$ cat src/hw/rtl/avfs_pkg.sv
package avfs_pkg;

   localparam int CNT_BITS = 13;
   localparam int FN_BITS = 32;
   localparam int SUM_BITS = 48;
   localparam int SQ_BITS = 64;
   localparam int WIDE_BITS = 128;
   localparam int CSR_IDX_BITS = 3;
   localparam int CSR_DATA_BITS = 48;

   localparam longint PI_Q = 64'sd52707179;
   localparam longint TWO_PI_Q = 64'sd105414357;
   localparam logic [62:0] MAX63 = '1;

   localparam logic [CSR_IDX_BITS-1:0] CSR_PARTICLE_COUNT = 3'd0;
   localparam logic [CSR_IDX_BITS-1:0] CSR_STEPS_PER_FRAME = 3'd1;
   localparam logic [CSR_IDX_BITS-1:0] CSR_STEP_TIME = 3'd2;
   localparam logic [CSR_IDX_BITS-1:0] CSR_ROT_DIFFUSION = 3'd3;
   localparam logic [CSR_IDX_BITS-1:0] CSR_UNWRAPPED_MODE = 3'd4;

   typedef struct packed {
      logic signed [FN_BITS-1:0]  frame_number;
      logic [FN_BITS-1:0]         index_step;
      logic signed [SUM_BITS-1:0] sum_delta;
      logic [SUM_BITS-1:0]        sum_abs;
      logic [SQ_BITS-1:0]         sum_sq;
   } job_type;

   typedef enum logic [1:0] {
      OP_MUL,
      OP_DIV,
      OP_SQRT
   } arith_op_type;

   typedef struct packed {
      logic         start;
      arith_op_type op;
   } arith_req_type;

   function automatic logic [62:0] sat63(input logic [WIDE_BITS-1:0] x);
      if (x[WIDE_BITS-1:63] != '0) begin
         return MAX63;
      end
      return x[62:0];
   endfunction

   function automatic logic [63:0] sat_signed(input logic [WIDE_BITS-1:0] x,
                                              input logic neg);
      logic [63:0] lim;
      lim = 64'h8000_0000_0000_0000;
      if (!neg) begin
         return {1'b0, sat63(x)};
      end
      if (x > WIDE_BITS'(lim)) begin
         return lim;
      end
      return 64'(0) - x[63:0];
   endfunction

endpackage

$ cat src/hw/rtl/avfs_queue.sv
module avfs_queue import avfs_pkg::*; (
   input  logic    clock,
   input  logic    reset,
   input  logic    push,
   input  job_type push_job,
   input  logic    pop,
   output logic    empty,
   output job_type head_job,
   output logic [3:0] count
);

   localparam int DEPTH = 8;

   job_type    entry_ff [DEPTH];
   logic [2:0] head_ff, tail_ff;
   logic [3:0] count_ff;
   logic       do_pop;

   assign empty = (count_ff == '0);
   assign do_pop = pop && !empty;
   assign head_job = entry_ff[head_ff];
   assign count = count_ff;

   always_ff @(posedge clock) begin
      if (push) begin
         entry_ff[tail_ff] <= push_job;
      end
      if (reset) begin
         head_ff <= '0;
         tail_ff <= '0;
         count_ff <= '0;
      end else begin
         if (push) begin
            tail_ff <= tail_ff + 1'b1;
         end
         if (do_pop) begin
            head_ff <= head_ff + 1'b1;
         end
         count_ff <= count_ff + 4'(push) - 4'(do_pop);
      end
   end

endmodule

$ cat config.mk
export PLATFORM = sky130hd
export DESIGN_NAME = avfs_queue
export DESIGN_NICKNAME = d
export VERILOG_FILES = /design/src/hw/rtl/avfs_pkg.sv /design/src/hw/rtl/avfs_queue.sv
export SDC_FILE = /design/constraint.sdc
export NUM_CORES = 1
export LEC_CHECK = 0
export BUFFER_PORTS_ARGS = -buffer_cell sky130_fd_sc_hd__buf_4
export CAP_MARGIN = 20
export CORE_UTILIZATION = 55
export CTS_BUF_LIST = sky130_fd_sc_hd__clkbuf_2 sky130_fd_sc_hd__clkbuf_4 sky130_fd_sc_hd__clkbuf_8
export DETAILED_ROUTE_END_ITERATION = 10
export GPL_TIMING_DRIVEN = 0
export PLACE_DENSITY_LB_ADDON = 0.05
export SYNTH_ARGS = -nofsm -noshare
export SYNTH_HDL_FRONTEND = slang
export SYNTH_SLANG_ARGS = --single-unit
$ cat constraint.sdc
create_clock -name clock -period 15.85 [get_ports clock]
set_clock_uncertainty 0.2 [all_clocks]
set_input_delay 0.7925 -clock clock [delete_from_list [all_inputs] [get_ports clock]]
set_output_delay 0.7925 -clock clock [all_outputs]
set_load 0.05 [all_outputs]
==> impl_metrics.ini, run 1 <==
[yosys]
synthXorXnorAreaFrac_pct = 0.03870
synth_fa_ha_area_share_pct = 0.1401
avgSynthCellArea_um2 = 25.51
synthMuxAreaShare_pct = 18.62
synth-simple-area-share_pct = 0.2230
synth_top_family_by_area = multiplexers
synth_compound_area_share_pct = 0.07924
syn-num-nets = 2897
ys_ff_latch = 1805
ys_types = 25
ys_seq_area_share_pct = 79.64
synthCells = 2662
syn_area_mm2 = 0.06790
yosysWarnings = 0

[critical_path]
cpPeakStageDelay_ns = 0.73
worstPathRequired_ns = 14.86
crit_type = flop to primary output
cpLargestDelayFamily = buffers and inverters
end_kind = primary output
cp.arrival_ns = 3.68
path_cells = buf_2, clkbuf_1, clkbuf_1, mux2_2, buf_4
crit_top_cell = clkbuf_1
crit_buf_inv = 4
worstPathMaxFanout = 10
crit_slowest_cell = clkbuf_1
crit_path_start_kind = flop

[clock_tree]
cts-buffers-inserted = 299
htreeDepth = 5
cts_hold_buf = 227
cts.path.max_buffers = 4
insertion_delay_ns = 0.95
clk_transition_reported_paths_ns = 0.06
cts_setup_buffers = 0
cts_num_sinks = 1805
root_buffer = clkbuf_8
ctsResizeCount = 0
cts_tree = done

[pwr]
p_int_mw = 8.311
combPwrFrac_pct = 19.8
p_leak_nw = 27.04
power.switching_mw = 3.118
powerDensity_mw_per_mm2 = 137.0
sequentialPowerShare_pct = 47.3
ir_drop_mv = 0.1131
swShare_pct = 27.28
clkPwrFrac_pct = 32.8

[die]
coreArea_mm2 = 0.1220
pin_count = 457
die_h_um = 353.4
start_util_pct = 55.64
chipWidth_um = 353.4
row_count = 128
die-area_mm2 = 0.1249

[placed_design]
post_dp_cell_area_mm2 = 0.07572
hpwlAfterDp_um = 98870
place.gp.congestion = 0.7611
port_buffers = 456

[sta]
fin_crit_ns = 4.673
final_hold_viol_count = 0
setup_viol = 0
drv_slew = 0
worst_pin_slew_ns = 0.9009
timing.final.crit_share_pct = 29.49
slew_headroom_pct = 39.94
finalSetupTns_ns = 0
fmax_ghz = 0.2140
rsz0062_at_grt = no

[routing]
first_pass_iters = 5
drt_iter0_markers = 2776
drc_errors = 0
routedWlPerCell_um = 27.62
vias_per_cell = 5.743
ant_nets = 0
wl_um = 154200
via_count = 32050

[global_route]
antenna_found_initial = 22
grt_pass1_vias = 34590
grt_start_max_net_pins = 25
grt_pass1_wl_um = 225300
grt_overflow_total = 0
track_usage_pct = 25.08

[cells_and_area]
drive_above_1_share_pct = 43.87
nets = 3988
design_area_mm2 = 0.08342
syn_to_final_growth_pct = 22.86

[status]
outcome = complete, no violations

[hold_path]
hold_class = flop to flop

[job]
cap_viol_max_count = 0
[layout make-up]
type | instances | area (um2)
multi-input combinational | 726 | 13040
timing repair buffer | 790 | 7998
fill | 7681 | 38620
clock buffer | 399 | 4916
clock inverter | 95 | 480.5
buffer | 126 | 838.3
antenna | 10 | 25.02
tap | 1625 | 2033
inverter | 5 | 18.77
sequential | 1805 | 54070
[Yosys cell counts, drive strengths merged]
library cell,instances,area share [%]
mux2,224,3.7
mux4,448,15
edfxtp,1792,79
nor3,2,0.015
nand3,1,0.0074
buf,90,1.0
nand2b,6,0.055
clkbuf,36,0.20
a31o,1,0.013
xor2,1,0.013
o21ai,3,0.022
inv,5,0.028
nor2b,2,0.018
ha,6,0.11
or3,3,0.028
nor2,12,0.066
nand2,4,0.022
fa,1,0.029
a21oi,6,0.044
mux2i,3,0.044
xnor2,2,0.026
nor3b,1,0.011
dfxtp,13,0.38
[registers in the layout (all words and copies together), names as in the netlist, named ones only]
| name | flops |
|---|---|
| tail_ff | 3 |
| entry_ff | 1792 |
| count | 4 |
| head_ff | 3 |
[worst reg2reg max path: cells and delay by family, from the launching register on]
family	cells	cell delay, ns
compound gates	1	0.13
xor+xnor	1	0.18
fa+ha+maj	3	0.81
buf+inv	1	0.09
flops	1	0.31
simple gates	3	0.98
[final timing paths]
path / from / to / slack, ns / depth (start not counted)
max: flop / head_job[198] / 11.18 / 5
min: head_ff[1]$_SDFFE_PP0P_ / head_ff[1]$_SDFFE_PP0P_ / 0.33 / 2
max reg2reg: count[2]$_SDFF_PP0_ / count[2]$_SDFF_PP0_ / 13.03 / 9
min reg2reg: head_ff[1]$_SDFFE_PP0P_ / head_ff[1]$_SDFFE_PP0P_ / 0.33 / 2
[placed cells by master (no fill, tap or decap), drive strengths merged, types with 4 or more instances in the layout]
cell type,Yosys,layout
ha,6,6
nor2,12,12
diode,0,10
a21oi,6,6
dlygate4sd3,0,227
buf,90,653
mux2,224,224
edfxtp,1792,1792
clkbuf,36,435
mux4,448,448
nand2,4,4
nand2b,6,6
clkinv,0,89
dfxtp,13,13
inv,5,7
[routing by layer]
layer	part of all wire (%)	track usage, %	vias to the layer above
li1	-	-	13720
met1	39	32.34	17050
met2	51	42.05	1023
met3	7.1	7.070	234
met4	2.0	6.978	30
met5	0.14	0	-
[cell families after synthesis]
kind of cell	Yosys count
adder cells (fa/ha/maj)	7
AO/OA/AOI/OAI	10
multiplexers	675
XOR/XNOR	3
AND/OR/NAND/NOR	31
buffers and inverters	131
flip-flops	1805
[power by group through the flow]
stage	registers [mW]	clock network, mW	logic, mW
finish	5.41	3.75	2.27
global route	5.41	4.04	2.37
CTS	5.41	3.84	2.30
detailed placement	5.51	0	2.24
global placement	5.59	0	2.16
floorplan	5.55	0	1.47
[per-stage QoR]
| stage | setup slack, ns | hold slack [ns] | util, % | instances | power (mW) |
|---|---|---|---|---|---|
| 3_3_place_gp | -6.497 | 0.2897 | 60.12 | 4743 | 7.747 |
| 4_1_cts | 10.97 | 0.2753 | 68.33 | 5571 | 11.55 |
| 5_1_grt | 10.96 | 0.3118 | 68.34 | 5576 | 11.82 |
| 6_report | 11.18 | 0.3277 | 68.35 | 5581 | 11.43 |
| 2_1_floorplan | 4.628 | 0.2754 | - | 2662 | 7.022 |
| 3_5_place_dp | 12.07 | 0.3201 | 62.05 | 4850 | 7.744 |
(Power assumes the default switching activity.)
==> run 2, diff against run 1 <==
==> constraint.sdc (replaced) <==
create_clock -name clock -period 4.4 [get_ports clock]
set_clock_uncertainty 0.2 [all_clocks]
set_input_delay 0.22 -clock clock [delete_from_list [all_inputs] [get_ports clock]]
set_output_delay 0.22 -clock clock [all_outputs]
set_load 0.05 [all_outputs]
==> run 2 against run 1 <==
- wire length up 1.1%
- die area unchanged
- highest routed layer unchanged
- via count up 3.4%
- count of clock-buffer cells in the layout up 4
- first-iteration DRC count up 5.4%
==> impl_metrics.ini, run 2 (synthesized netlist as in run 1, its figures left out) <==
[cells_and_area]
syn_to_final_growth_pct = 26.48
layout_commonest_cell = edfxtp_1
design_area_mm2 = 0.08587
post-route-util_pct = 70.37
top_register = entry_ff
mostFrequentLayoutCells = edfxtp_1, buf_4, dlygate4sd3_1
drive_above_1_share_pct = 41.80
nets = 4218
num-fill-cells = 7367
largest_reg_flops = 1792

[pwr]
powerDensity_mw_per_mm2 = 482.5
clkPwrFrac_pct = 32.9
swShare_pct = 27.28
power.switching_mw = 11.30
p_int_mw = 30.13
sequentialPowerShare_pct = 47.0
p_leak_nw = 28.08
ir_drop_mv = 0.3523
combPwrFrac_pct = 20.1

[placed_design]
post_dp_cell_area_mm2 = 0.07583
hpwlAfterDp_um = 97240
post-place-ws_ns = 0.9685
place.gp.congestion = 0.7623
port_buffers = 456

[critical_path]
crit_type = flop to primary output
end_kind = primary output
worstPathMaxFanout = 10
crit_path_start_kind = flop
worstPathRequired_ns = 3.98
cp.arrival_ns = 3.53

[routing]
via_count = 33150
drc_errors = 0
met3WireLength_um = 11580
routedWlPerCell_um = 26.79
drt_iter0_markers = 2927
wl_met1_um = 60940
first_pass_iters = 5
ant_nets = 0
topRoutingLayerUsed = met5
wl_um = 155900
dr_wl_met2_um = 78990
vias_per_cell = 5.697

[global_route]
grt_start_max_net_pins = 25
antenna_found_initial = 21
grt_overflow_total = 0
grt_pass1_wl_um = 230200
grt_pass1_vias = 35990
track_usage_pct = 25.44

[clock_tree]
cts_setup_buffers = 0
cts_tree = done
clk_transition_reported_paths_ns = 0.06
cts-buffers-inserted = 301
htreeDepth = 5
insertion_delay_ns = 0.97
root_buffer = clkbuf_8
cts.path.max_buffers = 4
cts_num_sinks = 1805

[die]
die_h_um = 353.4
chipWidth_um = 353.4
row_count = 128
die-area_mm2 = 0.1249
start_util_pct = 55.64
coreArea_mm2 = 0.1220
pin_count = 457

[job]
cap_viol_max_count = 0

[sta]
setup_viol = 0
timing.final.crit_share_pct = 89.74
final_hold_viol_count = 0
fin_ws_ns = 0.4516
rsz0062_at_grt = no
fin_crit_ns = 3.948
worst_pin_slew_ns = 1.049
drv_slew = 0
slew_headroom_pct = 29.90
fmax_ghz = 0.2533

[hold_path]
hold_class = input port to flop

[status]
outcome = complete, no violations
-- run 2: worst max-delay path, cell delays in order, from the launching register on --
cell and delay (ns):
dfxtp_1 0.30, buf_2 0.37, clkbuf_2 0.55, clkbuf_1 0.68, mux2_2 0.43, buf_4 0.21
-- run 2: power groups by stage --
stage          Clock [mW]  Combinational [mW]  Sequential, mW
2_1_floorplan           0                5.31            19.9
3_3_place_gp            0                7.79            19.9
3_5_place_dp            0                8.06            19.8
4_1_cts              13.9                8.43            19.5
5_1_grt              14.6                8.70            19.5
6_report             13.6                8.31            19.5
-- run 2: final timing paths --
check	start	endpoint	slack, ns	cells after the start
worst max-delay path	flop	head_job[105]	0.45	5
worst min-delay path	reset	count[3]$_SDFF_PP0_	0.12	5
worst max register to register	tail_ff[0]$_SDFFE_PP0P_	entry_ff[7][147]$_DFFE_PP_	1.30	7
worst min register to register	head_ff[2]$_SDFFE_PP0P_	head_ff[2]$_SDFFE_PP0P_	0.34	2
-- run 2: per-layer routing --
metal  GRT usage (%)  vias to the layer above
met2           42.15                     1140
met5               0                        -
met3           6.729                      324
met1           33.05                    17450
li1                -                    14230
met4           8.355                       16
-- run 2: per-stage QoR --
| step | setup TNS (ns) | std cells | power, mW | hold WS (ns) |
|---|---|---|---|---|
| 2_1_floorplan | -1011.94 | 2662 | 25.22 | 0.1189 |
| 3_3_place_gp | -8771.44 | 4743 | 27.74 | 0.2417 |
| 5_1_grt | 0 | 5809 | 42.85 | 0.09524 |
| 6_report | 0 | 5819 | 41.43 | 0.1221 |
| 3_5_place_dp | 0 | 4850 | 27.90 | 0.2540 |
| 4_1_cts | 0 | 5804 | 41.86 | 0.01103 |
-- run 2: layout make-up --
class	count	area (um2)	area share, %
Clock buffer	403	4959	5.774
Multi-Input combinational cell	726	13070	15.22
Buffer	126	840.8	0.9791
Inverter	5	18.77	0.02186
Clock inverter	96	490.5	0.5712
Sequential cell	1805	54080	62.98
Antenna cell	15	37.54	0.04371
Timing Repair Buffer	1018	10340	12.04
Tap cell	1625	2033	2.368
-- run 2: timing repair --
| item | CTS | global route |
|---|---|---|
| hold buffers | 455 | 0 |
| hold endpoints to repair | 2412 | 0 |
| setup endpoints to repair | 101 | 0 |
| gates resized for setup | 2 | 0 |
